===== src/rtl/core/rfpst_pkg.sv =====
// Package for the frame packet slot tracker: slot entry type, action, status
// and kind codes, sequence wrap bands and the controller state type.
// No dependencies.
package rfpst_pkg;

    localparam int SLOTS_DEFAULT = 64;

    // Action codes of an input transaction.
    localparam logic [1:0] ACT_INSERT = 2'd0;
    localparam logic [1:0] ACT_START  = 2'd1;
    localparam logic [1:0] ACT_FORCE  = 2'd2;

    // Result status codes.
    localparam logic [2:0] STAT_STORED = 3'd0;
    localparam logic [2:0] STAT_EMPTY  = 3'd1;
    localparam logic [2:0] STAT_DUP    = 3'd2;
    localparam logic [2:0] STAT_OOW    = 3'd3;
    localparam logic [2:0] STAT_CTRL   = 3'd4;

    // Frame kind of an empty filler or FEC packet.
    localparam logic [1:0] KIND_EMPTY = 2'd2;

    // NAL-unit code of a slot that holds no packet.
    localparam logic [2:0] NALU_UNSET = 3'd4;

    localparam logic [16:0] START_CODE_BYTES = 17'd4;

    // Sequence number wrap bands.
    localparam logic [15:0] SEQ_LOW_BAND  = 16'h00ff;
    localparam logic [15:0] SEQ_HIGH_BAND = 16'hff00;

    typedef struct packed {
        logic [16:0] size;
        logic [2:0]  nalu;
        logic        merge;
    } slot_entry_t;

    localparam slot_entry_t SLOT_FREE = '{size: 17'd0, nalu: NALU_UNSET, merge: 1'b0};

    typedef enum logic [3:0] {
        S_CLEAR,
        S_IDLE,
        S_SHIFT_RD,
        S_SHIFT_WR,
        S_ZERO,
        S_PK_RD,
        S_PK_CHK,
        S_WALK,
        S_DONE
    } state_t;

endpackage


===== src/rtl/core/rtp_frame_packet_slot_tracker.sv =====
// Top level of the frame packet slot tracker: controller and frame state.
// Depends on rfpst_pkg and rfpst_slot_mem.
//
//   channel | direction | handshake            | payload
//   input   | in        | in_valid / in_stall  | action, seq_num, size_bytes, flags, kinds
//   output  | out       | out_valid / out_stall| status, lengths, offsets, frame state
//
// From one input acceptance to the next: an empty packet, an out-of-window packet
// or a control action goes from S_IDLE to S_DONE, a start action by way of the
// clearing pass; a duplicate passes S_PK_RD and S_PK_CHK. A stored packet adds
// the walk over the slot memory that sums sizes and checks completeness; so does a
// forced last packet after the first one. An earlier packet first moves each slot
// with a read and a write, then frees each slot that the move opened.
// After reset and after each start action a clearing pass writes all SLOTS slots,
// one per cycle, while in_stall stays high. A finished transaction waits in the
// output register, so the next input is taken while out_stall holds it.
module rtp_frame_packet_slot_tracker #(
    parameter int SLOTS = rfpst_pkg::SLOTS_DEFAULT
) (
    input  logic        clk,
    input  logic        rst_n,
    input  logic        in_valid,
    output logic        in_stall,
    input  logic [1:0]  action,
    input  logic [15:0] seq_num,
    input  logic [15:0] size_bytes,
    input  logic        is_first,
    input  logic        marker,
    input  logic [1:0]  frame_kind,
    input  logic [1:0]  nalu_kind,
    input  logic        add_start_code,
    input  logic        merge_first_byte,
    output logic        out_valid,
    input  logic        out_stall,
    output logic [2:0]  status,
    output logic [16:0] stored_length,
    output logic [5:0]  slot_index,
    output logic [22:0] byte_offset,
    output logic [22:0] bytes_to_move,
    output logic        frame_complete,
    output logic        have_first,
    output logic        have_last,
    output logic [1:0]  frame_kind_out,
    output logic [15:0] low_seq_out,
    output logic [15:0] high_seq_out
);
    import rfpst_pkg::*;

    localparam int IW = $clog2(SLOTS);

    // Highest-sequence update with wrap bands.
    function automatic logic [15:0] raise_high(input logic [15:0] h, input logic [15:0] s);
        logic [15:0] r;
        r = h;
        if (s > h)
        begin
            if (!(h < SEQ_LOW_BAND && s > SEQ_HIGH_BAND))
            begin
                r = s;
            end
        end
        else if (h > SEQ_HIGH_BAND && s < SEQ_LOW_BAND)
        begin
            r = s;
        end
        return r;
    endfunction

    state_t state_reg, state_next;

    logic [15:0] low_reg, low_next, high_reg, high_next;
    logic [15:0] elow_reg, elow_next, ehigh_reg, ehigh_next;
    logic        seqv_reg, seqv_next, emptyv_reg, emptyv_next;
    logic        first_reg, first_next, last_reg, last_next, cmpl_reg, cmpl_next;
    logic [1:0]  kind_reg, kind_next;
    logic [IW-1:0] hi_reg, hi_next;

    logic [IW-1:0] pk_reg, pk_next, shift_reg, shift_next, rdidx_reg, rdidx_next;
    logic [IW:0]   ptr_reg, ptr_next;
    logic          rdv_reg, rdv_next, allset_reg, allset_next, clres_reg, clres_next;
    logic [16:0]   len_reg, len_next;
    logic [2:0]    nalu_reg, nalu_next, stat_reg, stat_next;
    logic          merge_reg, merge_next, isf_reg, isf_next, mark_reg, mark_next;
    logic [22:0]   off_reg, off_next, mov_reg, mov_next;

    logic        ov_reg, ov_next;
    logic [2:0]  o_stat_reg, o_stat_next;
    logic [16:0] o_len_reg, o_len_next;
    logic [5:0]  o_idx_reg, o_idx_next;
    logic [22:0] o_off_reg, o_off_next, o_mov_reg, o_mov_next;
    logic        o_cmpl_reg, o_cmpl_next, o_first_reg, o_first_next, o_last_reg, o_last_next;
    logic [1:0]  o_kind_reg, o_kind_next;
    logic [15:0] o_low_reg, o_low_next, o_high_reg, o_high_next;

    logic          wr_en;
    logic [IW-1:0] wr_addr, rd_addr;
    slot_entry_t   wr_data, rd_data;

    // Scratch values of the insert decision.
    logic [15:0]        lb, hb, sh16;
    logic signed [18:0] diff;
    logic [17:0]        idx_u, room;
    logic [15:0]        idx16;

    rfpst_slot_mem #(
        .SLOTS (SLOTS),
        .AW    (IW)
    ) u_mem (
        .clk     (clk),
        .wr_en   (wr_en),
        .wr_addr (wr_addr),
        .wr_data (wr_data),
        .rd_addr (rd_addr),
        .rd_data (rd_data)
    );

    assign in_stall = (state_reg != S_IDLE);
    assign idx16    = 16'(pk_reg);

    // Next state, datapath updates and memory port control.
    always_comb
    begin
        state_next  = state_reg;
        low_next    = low_reg;
        high_next   = high_reg;
        elow_next   = elow_reg;
        ehigh_next  = ehigh_reg;
        seqv_next   = seqv_reg;
        emptyv_next = emptyv_reg;
        first_next  = first_reg;
        last_next   = last_reg;
        cmpl_next   = cmpl_reg;
        kind_next   = kind_reg;
        hi_next     = hi_reg;
        pk_next     = pk_reg;
        shift_next  = shift_reg;
        rdidx_next  = rdidx_reg;
        ptr_next    = ptr_reg;
        rdv_next    = 1'b0;
        allset_next = allset_reg;
        clres_next  = clres_reg;
        len_next    = len_reg;
        nalu_next   = nalu_reg;
        stat_next   = stat_reg;
        merge_next  = merge_reg;
        isf_next    = isf_reg;
        mark_next   = mark_reg;
        off_next    = off_reg;
        mov_next    = mov_reg;

        ov_next      = ov_reg && out_stall;
        o_stat_next  = o_stat_reg;
        o_len_next   = o_len_reg;
        o_idx_next   = o_idx_reg;
        o_off_next   = o_off_reg;
        o_mov_next   = o_mov_reg;
        o_cmpl_next  = o_cmpl_reg;
        o_first_next = o_first_reg;
        o_last_next  = o_last_reg;
        o_kind_next  = o_kind_reg;
        o_low_next   = o_low_reg;
        o_high_next  = o_high_reg;

        wr_en   = 1'b0;
        wr_addr = '0;
        wr_data = SLOT_FREE;
        rd_addr = '0;

        lb    = seqv_reg ? low_reg : seq_num;
        hb    = seqv_reg ? high_reg : seq_num;
        diff  = $signed({3'b000, seq_num}) - $signed({3'b000, lb});
        if (lb < SEQ_LOW_BAND && seq_num > SEQ_HIGH_BAND)
        begin
            diff = diff - 19'sh10000;
        end
        sh16  = lb - seq_num;
        room  = {2'b00, sh16} + 18'(hi_reg) + 18'd1;
        idx_u = diff[17:0];

        case (state_reg)
            S_CLEAR:
            begin
                wr_en    = 1'b1;
                wr_addr  = ptr_reg[IW-1:0];
                wr_data  = SLOT_FREE;
                ptr_next = ptr_reg + 1'b1;
                if (ptr_reg == (IW+1)'(SLOTS - 1))
                begin
                    clres_next = 1'b0;
                    state_next = clres_reg ? S_DONE : S_IDLE;
                end
            end

            S_IDLE:
            begin
                if (in_valid)
                begin
                    stat_next = STAT_CTRL;
                    state_next = S_DONE;
                    case (action)
                        ACT_INSERT:
                        begin
                            if (is_first)
                            begin
                                kind_next = frame_kind;
                            end
                            else if (kind_reg == KIND_EMPTY && frame_kind != KIND_EMPTY)
                            begin
                                kind_next = frame_kind;
                            end
                            if (frame_kind == KIND_EMPTY)
                            begin
                                // Empty packets only widen the empty range.
                                stat_next = STAT_EMPTY;
                                if (!emptyv_reg)
                                begin
                                    elow_next   = seq_num;
                                    ehigh_next  = seq_num;
                                    emptyv_next = 1'b1;
                                end
                                else
                                begin
                                    ehigh_next = raise_high(ehigh_reg, seq_num);
                                    if (elow_reg < SEQ_LOW_BAND && seq_num > SEQ_HIGH_BAND)
                                    begin
                                        elow_next = seq_num;
                                    end
                                end
                            end
                            else
                            begin
                                seqv_next  = 1'b1;
                                low_next   = lb;
                                high_next  = raise_high(hb, seq_num);
                                len_next   = merge_first_byte ? {1'b0, size_bytes} :
                                             {1'b0, size_bytes} +
                                             (add_start_code ? START_CODE_BYTES : 17'd0);
                                nalu_next  = {1'b0, nalu_kind};
                                merge_next = merge_first_byte;
                                isf_next   = is_first;
                                mark_next  = marker;
                                stat_next  = STAT_OOW;
                                if (diff[18] && lb > SEQ_HIGH_BAND && seq_num < SEQ_LOW_BAND)
                                begin
                                    idx_u = 18'({2'b00, 16'hffff} - {2'b00, lb}
                                                 + {2'b00, seq_num} + 18'd1);
                                end
                                if (diff[18] && !(lb > SEQ_HIGH_BAND && seq_num < SEQ_LOW_BAND))
                                begin
                                    // Earlier packet: move the table up if there is room.
                                    if (room <= 18'(SLOTS))
                                    begin
                                        shift_next = sh16[IW-1:0];
                                        ptr_next   = (IW+1)'(hi_reg) + 1'b1;
                                        pk_next    = '0;
                                        low_next   = seq_num;
                                        state_next = S_SHIFT_RD;
                                    end
                                end
                                else if (idx_u < 18'(SLOTS))
                                begin
                                    pk_next    = idx_u[IW-1:0];
                                    state_next = S_PK_RD;
                                end
                            end
                        end

                        ACT_START:
                        begin
                            low_next    = seq_num;
                            high_next   = seq_num;
                            seqv_next   = 1'b1;
                            elow_next   = '0;
                            ehigh_next  = '0;
                            emptyv_next = 1'b0;
                            first_next  = 1'b0;
                            last_next   = 1'b0;
                            cmpl_next   = 1'b0;
                            kind_next   = '0;
                            hi_next     = '0;
                            ptr_next    = '0;
                            clres_next  = 1'b1;
                            state_next  = S_CLEAR;
                        end

                        ACT_FORCE:
                        begin
                            last_next = 1'b1;
                            if (first_reg)
                            begin
                                ptr_next    = '0;
                                allset_next = 1'b1;
                                off_next    = '0;
                                mov_next    = '0;
                                state_next  = S_WALK;
                            end
                        end

                        default:
                        begin
                            stat_next = STAT_CTRL;
                        end
                    endcase
                end
            end

            S_SHIFT_RD:
            begin
                rd_addr    = IW'(ptr_reg - 1'b1);
                state_next = S_SHIFT_WR;
            end

            S_SHIFT_WR:
            begin
                wr_en    = 1'b1;
                wr_addr  = IW'(ptr_reg - 1'b1 + (IW+1)'(shift_reg));
                wr_data  = rd_data;
                ptr_next = ptr_reg - 1'b1;
                if (ptr_reg == (IW+1)'(1))
                begin
                    ptr_next   = '0;
                    state_next = S_ZERO;
                end
                else
                begin
                    state_next = S_SHIFT_RD;
                end
            end

            S_ZERO:
            begin
                // Free the slots that the move opened below the old low.
                wr_en    = 1'b1;
                wr_addr  = ptr_reg[IW-1:0];
                wr_data  = SLOT_FREE;
                ptr_next = ptr_reg + 1'b1;
                if (ptr_reg + 1'b1 == (IW+1)'(shift_reg))
                begin
                    hi_next    = hi_reg + shift_reg;
                    state_next = S_PK_RD;
                end
            end

            S_PK_RD:
            begin
                rd_addr    = pk_reg;
                state_next = S_PK_CHK;
            end

            S_PK_CHK:
            begin
                if (rd_data.size != 17'd0)
                begin
                    stat_next  = STAT_DUP;
                    state_next = S_DONE;
                end
                else
                begin
                    wr_en       = 1'b1;
                    wr_addr     = pk_reg;
                    wr_data     = '{size: len_reg, nalu: nalu_reg, merge: merge_reg};
                    if (pk_reg > hi_reg)
                    begin
                        hi_next = pk_reg;
                    end
                    first_next  = first_reg | isf_reg;
                    last_next   = last_reg | mark_reg;
                    stat_next   = STAT_STORED;
                    ptr_next    = '0;
                    allset_next = 1'b1;
                    off_next    = '0;
                    mov_next    = '0;
                    state_next  = S_WALK;
                end
            end

            S_WALK:
            begin
                // Issue one read a cycle and fold in the data of the previous one.
                if (ptr_reg <= (IW+1)'(hi_reg))
                begin
                    rd_addr    = ptr_reg[IW-1:0];
                    rdv_next   = 1'b1;
                    rdidx_next = ptr_reg[IW-1:0];
                    ptr_next   = ptr_reg + 1'b1;
                end
                if (rdv_reg)
                begin
                    if (rdidx_reg < pk_reg)
                    begin
                        off_next = off_reg + 23'(rd_data.size);
                    end
                    if (rdidx_reg > pk_reg)
                    begin
                        mov_next = mov_reg + 23'(rd_data.size);
                    end
                    if (rd_data.nalu == NALU_UNSET)
                    begin
                        allset_next = 1'b0;
                    end
                end
                else if (ptr_reg > (IW+1)'(hi_reg))
                begin
                    if (first_reg && last_reg)
                    begin
                        cmpl_next = allset_reg;
                    end
                    state_next = S_DONE;
                end
            end

            S_DONE:
            begin
                if (!ov_reg || !out_stall)
                begin
                    ov_next      = 1'b1;
                    o_stat_next  = stat_reg;
                    if (stat_reg == STAT_STORED)
                    begin
                        o_len_next = len_reg;
                        o_idx_next = idx16[5:0];
                        o_off_next = off_reg;
                        o_mov_next = mov_reg;
                    end
                    else
                    begin
                        o_len_next = '0;
                        o_idx_next = '0;
                        o_off_next = '0;
                        o_mov_next = '0;
                    end
                    o_cmpl_next  = cmpl_reg;
                    o_first_next = first_reg;
                    o_last_next  = last_reg;
                    o_kind_next  = kind_reg;
                    o_low_next   = low_reg;
                    o_high_next  = emptyv_reg ? ehigh_reg : high_reg;
                    state_next   = S_IDLE;
                end
            end

            default:
            begin
                state_next = S_IDLE;
            end
        endcase
    end

    // Control and frame state registers.
    always_ff @(posedge clk or negedge rst_n)
    begin
        if (!rst_n)
        begin
            state_reg  <= S_CLEAR;
            low_reg    <= '0;
            high_reg   <= '0;
            elow_reg   <= '0;
            ehigh_reg  <= '0;
            seqv_reg   <= 1'b0;
            emptyv_reg <= 1'b0;
            first_reg  <= 1'b0;
            last_reg   <= 1'b0;
            cmpl_reg   <= 1'b0;
            kind_reg   <= '0;
            hi_reg     <= '0;
            ptr_reg    <= '0;
            rdv_reg    <= 1'b0;
            clres_reg  <= 1'b0;
            ov_reg     <= 1'b0;
        end
        else
        begin
            state_reg  <= state_next;
            low_reg    <= low_next;
            high_reg   <= high_next;
            elow_reg   <= elow_next;
            ehigh_reg  <= ehigh_next;
            seqv_reg   <= seqv_next;
            emptyv_reg <= emptyv_next;
            first_reg  <= first_next;
            last_reg   <= last_next;
            cmpl_reg   <= cmpl_next;
            kind_reg   <= kind_next;
            hi_reg     <= hi_next;
            ptr_reg    <= ptr_next;
            rdv_reg    <= rdv_next;
            clres_reg  <= clres_next;
            ov_reg     <= ov_next;
        end
    end

    // Working and output payload registers.
    always_ff @(posedge clk)
    begin
        pk_reg      <= pk_next;
        shift_reg   <= shift_next;
        rdidx_reg   <= rdidx_next;
        allset_reg  <= allset_next;
        len_reg     <= len_next;
        nalu_reg    <= nalu_next;
        stat_reg    <= stat_next;
        merge_reg   <= merge_next;
        isf_reg     <= isf_next;
        mark_reg    <= mark_next;
        off_reg     <= off_next;
        mov_reg     <= mov_next;
        o_stat_reg  <= o_stat_next;
        o_len_reg   <= o_len_next;
        o_idx_reg   <= o_idx_next;
        o_off_reg   <= o_off_next;
        o_mov_reg   <= o_mov_next;
        o_cmpl_reg  <= o_cmpl_next;
        o_first_reg <= o_first_next;
        o_last_reg  <= o_last_next;
        o_kind_reg  <= o_kind_next;
        o_low_reg   <= o_low_next;
        o_high_reg  <= o_high_next;
    end

    assign out_valid      = ov_reg;
    assign status         = o_stat_reg;
    assign stored_length  = o_len_reg;
    assign slot_index     = o_idx_reg;
    assign byte_offset    = o_off_reg;
    assign bytes_to_move  = o_mov_reg;
    assign frame_complete = o_cmpl_reg;
    assign have_first     = o_first_reg;
    assign have_last      = o_last_reg;
    assign frame_kind_out = o_kind_reg;
    assign low_seq_out    = o_low_reg;
    assign high_seq_out   = o_high_reg;

endmodule


===== src/rtl/core/rfpst_slot_mem.sv =====
// Slot table memory: one write port and one read port, registered read data.
// Depends on rfpst_pkg for the slot entry type.
module rfpst_slot_mem #(
    parameter int SLOTS = rfpst_pkg::SLOTS_DEFAULT,
    parameter int AW    = $clog2(SLOTS)
) (
    input  logic                      clk,
    input  logic                      wr_en,
    input  logic [AW-1:0]             wr_addr,
    input  rfpst_pkg::slot_entry_t    wr_data,
    input  logic [AW-1:0]             rd_addr,
    output rfpst_pkg::slot_entry_t    rd_data
);
    import rfpst_pkg::*;

    slot_entry_t mem [SLOTS];

    // Write port.
    always_ff @(posedge clk)
    begin
        if (wr_en)
        begin
            mem[wr_addr] <= wr_data;
        end
    end

    // Read port with registered read data.
    always_ff @(posedge clk)
    begin
        rd_data <= mem[rd_addr];
    end

endmodule

===== config.mk =====
export PLATFORM = sky130hd
export DESIGN_NAME = rtp_frame_packet_slot_tracker
export DESIGN_NICKNAME = d
export VERILOG_FILES = /design/src/rtl/core/rfpst_pkg.sv /design/src/rtl/core/rtp_frame_packet_slot_tracker.sv /design/src/rtl/core/rfpst_slot_mem.sv
export SDC_FILE = /design/constraint.sdc
export NUM_CORES = 2
export LEC_CHECK = 0
export ABC_CLOCK_PERIOD_IN_PS = 7800
export BUFFER_PORTS_ARGS = -buffer_cell sky130_fd_sc_hd__clkbuf_2
export CAP_MARGIN = 20
export CORE_ASPECT_RATIO = 1.5
export CORE_MARGIN = 1
export CORE_UTILIZATION = 57
export DETAILED_ROUTE_END_ITERATION = 6
export GPL_ROUTABILITY_DRIVEN = 0
export PLACE_DENSITY = 0.74
export SETUP_SLACK_MARGIN = 0.4
export SLEW_MARGIN = 20
export SYNTH_ARGS = -nofsm -noshare
export SYNTH_HDL_FRONTEND = slang
export SYNTH_HIERARCHICAL = 1
export SYNTH_SLANG_ARGS = --single-unit
export TNS_END_PERCENT = 1

===== constraint.sdc =====
create_clock -name clk -period 7.8 [get_ports clk]
set_input_delay 0.39 -clock clk [delete_from_list [all_inputs] [get_ports clk]]
set_output_delay 0.39 -clock clk [all_outputs]
set_load 0.1 [all_outputs]

=== Word level (Yosys, flattened, before mapping) ===
Memory sizes are Yosys's and may differ from the RTL's. A register that Yosys moved wholly into a read port is not among the register bits.
Index checks and enable logic that the tools add are counted.

* Word-level logic and storage cells: 293
* Bits in registers: 274
* Memories: 1
* Input port bits: 46
* RAM bits: 1344

{| class="wikitable"
|+ Memory list
! name !! depth !! bits a word !! read ports !! clocked after Yosys merged registers in !! wr ports !! RTL line !! text
|-
| u_mem.mem || 64 || 21 || 1 || 1 || 1 || rfpst_slot_mem.sv:16 || <nowiki>slot_entry_t mem [SLOTS];</nowiki>
|}

* Add/sub/neg operators: 16
* Magnitude comparators: 17
* Multiplexer cells: 120
* Equal/unequal tests: 47
* Bitwise gates (word level): 3
* Reductions and logical operators: 50

{| class="wikitable"
|+ Operator list
! kind !! count
|-
| two-way mux 16 bit || 16
|-
| two-way mux 23 bit || 8
|-
| one-hot mux 23 bit (3 select lines) || 2
|-
| one-hot mux 16 bit (2 select lines) || 3
|-
| two-way mux 18 bit || 5
|-
| > comparator 16 bit (second input constant) || 4
|-
| < comparator 16 x 8 -> 1 bit (second input constant) || 4
|-
| two-way mux 6 bit || 10
|-
| two-way mux 7 bit || 8
|-
| one-hot mux 6 bit (3 select lines) || 3
|-
| two-way mux 4 bit || 13
|-
| adder 23 x 17 -> 23 bit || 2
|-
| one-hot mux 21 bit (2 select lines) || 1
|-
| != test 2 bit (second input constant) || 19
|-
| one-hot mux 4 bit (9 select lines) || 1
|-
| AND reduction 6 bit || 6
|-
| one-hot mux 7 bit (5 select lines) || 1
|-
| > comparator 16 bit || 2
|-
| AND reduction 4 bit || 7
|-
| two-way mux 1 bit || 26
|-
| two-way mux 21 bit || 1
|-
| one-hot mux 7 bit (3 select lines) || 1
|-
| AND reduction 7 bit || 3
|-
| two-way mux 19 bit || 1
|-
| 58 further kinds || 106
|}

=== Longest topological paths before layout ===
* Depth after elaboration: 18
* Depth in mapped cells: 27
* Mapped depth without buffers: 25

=== By module ===
Netlist, hierarchy kept.

{| class="wikitable"
|+ By module, submodules not included
! module !! seq. area each (um^2) !! area each (um^2) !! cells an instance !! times used
|-
| rfpst_slot_mem || 40779.1 || 52036.2 || 2331 || 1
|-
| rtp_frame_packet_slot_tracker || 7852.5 || 18176.2 || 1843 || 1
|}

=== Worst setup path before layout ===
No wires, ideal clock.

* Path type: register to register
* From: register ov_reg (netlist: out_valid)
* To: register o_off_reg[0] (netlist: byte_offset[0]), enable pin
* Arrival time: 6189 ps
* Slack: 999 ps
* Library setup time: 612 ps
* Required time: 7188 ps
* Cell stages (with the launch flop): 2
* Buffers on the path: 0
* Period minus slack after synthesis: 6801 ps
* Cells stage by stage: dfrtp_1 -> a21oi_1

* Word-level cells in the longest chain between the ends: 3

{| class="wikitable"
|+ Ends and longest elaborated chain
! what !! RTL line !! text
|-
| start, declared || rtp_frame_packet_slot_tracker.sv:86 || <nowiki>logic ov_reg, ov_next;</nowiki>
|-
| start signal, assigned || rtp_frame_packet_slot_tracker.sv:488 || <nowiki>ov_reg <= ov_next;</nowiki>
|-
| logical NOT 1 bit || rtp_frame_packet_slot_tracker.sv:414 || <nowiki>if (!ov_reg || !out_stall)</nowiki>
|-
| logical OR 1 bit || rtp_frame_packet_slot_tracker.sv:414 ||
|-
| AND reduction 2 bit (no line) || - ||
|-
| end signal, assigned || rtp_frame_packet_slot_tracker.sv:510 || <nowiki>o_off_reg <= o_off_next;</nowiki>
|-
| end, declared || rtp_frame_packet_slot_tracker.sv:90 || <nowiki>logic [22:0] o_off_reg, o_off_next, o_mov_reg, o_mov_next;</nowiki>
|}

Every way passes these cells.
A chain may end at the register's enable or synchronous reset.

=== Worst setup path in the final report ===
* From: register seqv_reg
* To: register shift_reg[0], enable pin

* Word-level cells in the longest chain between the ends: 6

{| class="wikitable"
|+ Ends and longest elaborated chain
! what !! RTL line !! text
|-
| start, declared || rtp_frame_packet_slot_tracker.sv:73 || <nowiki>logic seqv_reg, seqv_next, emptyv_reg, emptyv_next;</nowiki>
|-
| start signal, assigned || rtp_frame_packet_slot_tracker.sv:478 || <nowiki>seqv_reg <= seqv_next;</nowiki>
|-
| two-way mux 16 bit (*) || rtp_frame_packet_slot_tracker.sv:169 || <nowiki>lb = seqv_reg ? low_reg : seq_num;</nowiki>
|-
| subtractor 16 bit, or another cell as far along || rtp_frame_packet_slot_tracker.sv:176 || <nowiki>sh16 = lb - seq_num;</nowiki>
|-
| adder 16 x 6 -> 17 bit, or another cell as far along || rtp_frame_packet_slot_tracker.sv:177 || <nowiki>room = {2'b00, sh16} + 18'(hi_reg) + 18'd1;</nowiki>
|-
| adder 17 x 1 -> 18 bit, or another cell as far along || rtp_frame_packet_slot_tracker.sv:177 ||
|-
| <= comparator 18 x 7 -> 1 bit / logical AND 1 bit (equally long branches) || rtp_frame_packet_slot_tracker.sv:251, rtp_frame_packet_slot_tracker.sv:248 ||
|-
| AND reduction 6 bit (no line) (*) || - ||
|-
| end signal, assigned || rtp_frame_packet_slot_tracker.sv:496 || <nowiki>shift_reg <= shift_next;</nowiki>
|-
| end, declared || rtp_frame_packet_slot_tracker.sv:78 || <nowiki>logic [IW-1:0] pk_reg, pk_next, shift_reg, shift_next, rdidx_reg, rdidx_next;</nowiki>
|}

Mark *: on every way between the ends. The rest lies on a longest branch, timed or not.

==> impl_metrics.tcl <==
set metrics [dict create \
    die_y_um 424 \
    path_common_cell "o21ai_0" \
    overflow 0 \
    syn_area_per_cell_um2 16.6 \
    syn_inst 4080 \
    largest_reg_flops 1280 \
    layout_min_cycle_time_ns 6.93 \
    firstDrtPassIters 7 \
    cts.htree.levels 4 \
    crit_path_end_kind "flip-flop" \
    cp-start-kind "flip-flop" \
    crit_path_cell_trace "nor2_1 > a21oi_1 > inv_1 > ha_1 > nor2b_1 > o21ai_0 > a21boi_0 > o21ai_0 > a211oi_1 > o22a_1 > nand2_1 > nand2_1 > a21oi_1 > o21ai_0 > ha_1 > a31oi_1 > o221ai_1 > nor3_1 > nand4_1 > or3_1 > nor3_1" \
    clk_path_buf_depth 3 \
    post_dp_cell_area_um2 70700 \
    met2_usage 0.497 \
    cts.reportedPaths.clkPinSlew_ns 0.06 \
    clkLatencyLatePin_ns 0.79 \
    slew_headroom 0.164 \
    power_density_nw_per_um2 329 \
    rsz0062_at_grt "false" \
    p_leak_uw 0.0253 \
    cts_buffers 141 \
    design_area_um2 75900 \
    grt_use_total 0.282 \
    syn_to_final_growth_pct 12.0 \
    post_cts_buffers 0 \
    io_pins 157 \
    route.detailed.drc 17 \
    cts_tree "built" \
    critical_path_required_ns 8.20 \
    grt_antenna_before_repair 5 \
    grt_pass1_wl_mm 249 \
    ir_drop_uv 259 \
    setup_viol 0 \
    tightest_slew_ns 1.24 \
    syn_area_um2 67800 \
    post-dp-hpwl_mm 104 \
    nets 4511 \
    hold_viol_final 0 \
    hold_class "primary input to flip-flop" \
    first_iter_violations 3981 \
    slew_violations 0 \
    top_register "u_mem/mem" \
    met3_usage 0.0418 \
    start_util 0.576 \
    clock_skew_ns 0.0385 \
    dr_total_vias 39000 \
    drive_gt1_frac 0.211 \
    wl_mm 170 \
    finalCritPeriodShare 0.889 \
    final_cells 5996 \
    core_um2 118000 \
    antenna_left 0 \
    violations "DRC" \
    gr-usage-met1 0.331 \
    dieArea_um2 120000 \
    worst_path_largest_cell_delay_ns 0.66 \
    wl_per_cell_um 28.3 \
    setup.worst_path.start "seqv_reg" \
    hp-start "seq_num[9]" \
    cts_sinks 1573 \
    tns_ns 0 \
    outcome "finished, violations left" \
    syn_nets 4276 \
    worstPathArrival_ns 7.33 \
    place.port_buffers 156 \
    reg2reg_from "seqv_reg" \
    yosys_warnings 6 \
    busiest_layer "met2" \
    ctsResizeCount 0 \
    fmax_mhz 144 \
    cts-root-buf "clkbuf_16" \
    crit_fanout 17 \
    maxCapViolCount 0 \
    dp.cells 5694 \
    viasPerCell 6.51 \
    fp.dieW_um 284 \
    grt_start_max_net_pins 137 \
    grt_pass1_vias 39100 \
    crit_path_top_delay_cell "nor3_1" \
    crit_type "flip-flop to flip-flop" \
    std_cell_rows 154 \
]
## critical path, delay by kind of cell, from the launching register on
kind / cells / cell delay, ns
DFF: 1 / 0.65
adders and majority gates: 2 / 0.63
buffers and inverters: 1 / 0.09
AOI/OAI and AO/OA: 10 / 2.67
and+or+nand+nor: 8 / 2.50
## repair_timing
action | 4_1_cts | 5_1_grt
hold buffers | 38 | 0
endpoints found under the hold margin | 56 | 0
setup endpoints to repair | 0 | 0
## final timing paths
kind                                endpoint  slack [ns]  cells past startpoint
min reg2reg                frame_kind_out[0]        0.47                      0
min                               low_reg[9]        0.04                      3
max in group asynchronous      ehigh_reg[13]        6.55                      3
max reg2reg                     shift_reg[0]        0.87                     21
max                             shift_reg[0]        0.87                     21
min in group asynchronous      ehigh_reg[11]        0.36                      3
## power breakdown
| part | switching, µW | leakage (µW) | internal [µW] |
|---|---|---|---|
| Sequential | 542 | 0.0148 | 9870 |
| Clock | 3140 | 0.00232 | 3970 |
| Combinational | 4630 | 0.00817 | 2850 |
## cell usage in the layout, fill, tap and decap left out, types with 24 or more instances in the layout
cell type      instances
a211oi_1              25
a21o_1                31
a21oi_1              110
a221oi_1              34
a22oi_1               56
a31oi_1               42
and2_1                98
and3_1                31
buf_4                107
clkbuf_16            142
clkbuf_2             155
clkinv_1              24
clkinv_2              29
dfrtp_1               75
dlygate4sd3_1         38
edfxtp_1            1478
ha_1                 144
inv_1                106
mux2_2                47
mux2i_1              159
mux4_2               274
nand2_1              133
nand2b_1              33
nand3_1               37
nand4_1               37
nor2_1               159
nor2_2                52
nor2b_1               29
nor3_1                66
o21a_1                24
o21ai_0              110
o22ai_1               48
o31ai_1               36
xnor2_1               42
xor2_1                45
## stage by stage
step | power (µW) | utilization | hold WS [ns] | worst slack, ns
after global routing | 26000 | 0.645 | 0.0403 | 0.498
final | 25000 | 0.645 | 0.0396 | 0.865
after floorplan | 15900 | - | 0.0944 | 0.999
after detailed placement | 17900 | 0.601 | 0.269 | 1.03
after global placement | 17800 | 0.601 | 0.267 | 1.33
after CTS | 25000 | 0.644 | 0.00204 | 1.09
## metal layers
metal	vias up	wire, µm
li1	16800	-
met1	19900	59400
met2	1914	88800
met3	425	11700
met4	4	9990
met5	-	26
## cell type report
class                   instances  area [µm²]
fillers                      7885       41800
flip-flops and latches       1573       46700
diodes                          4        10.0
clock inverters                94        1070
well taps                    1560        1950
inverters                     107         402
multi-input cells            2185       20000
clock buffers                 166        3680
repair buffers                307        2090
No activity file was read; power rests on OpenSTA's default activity.
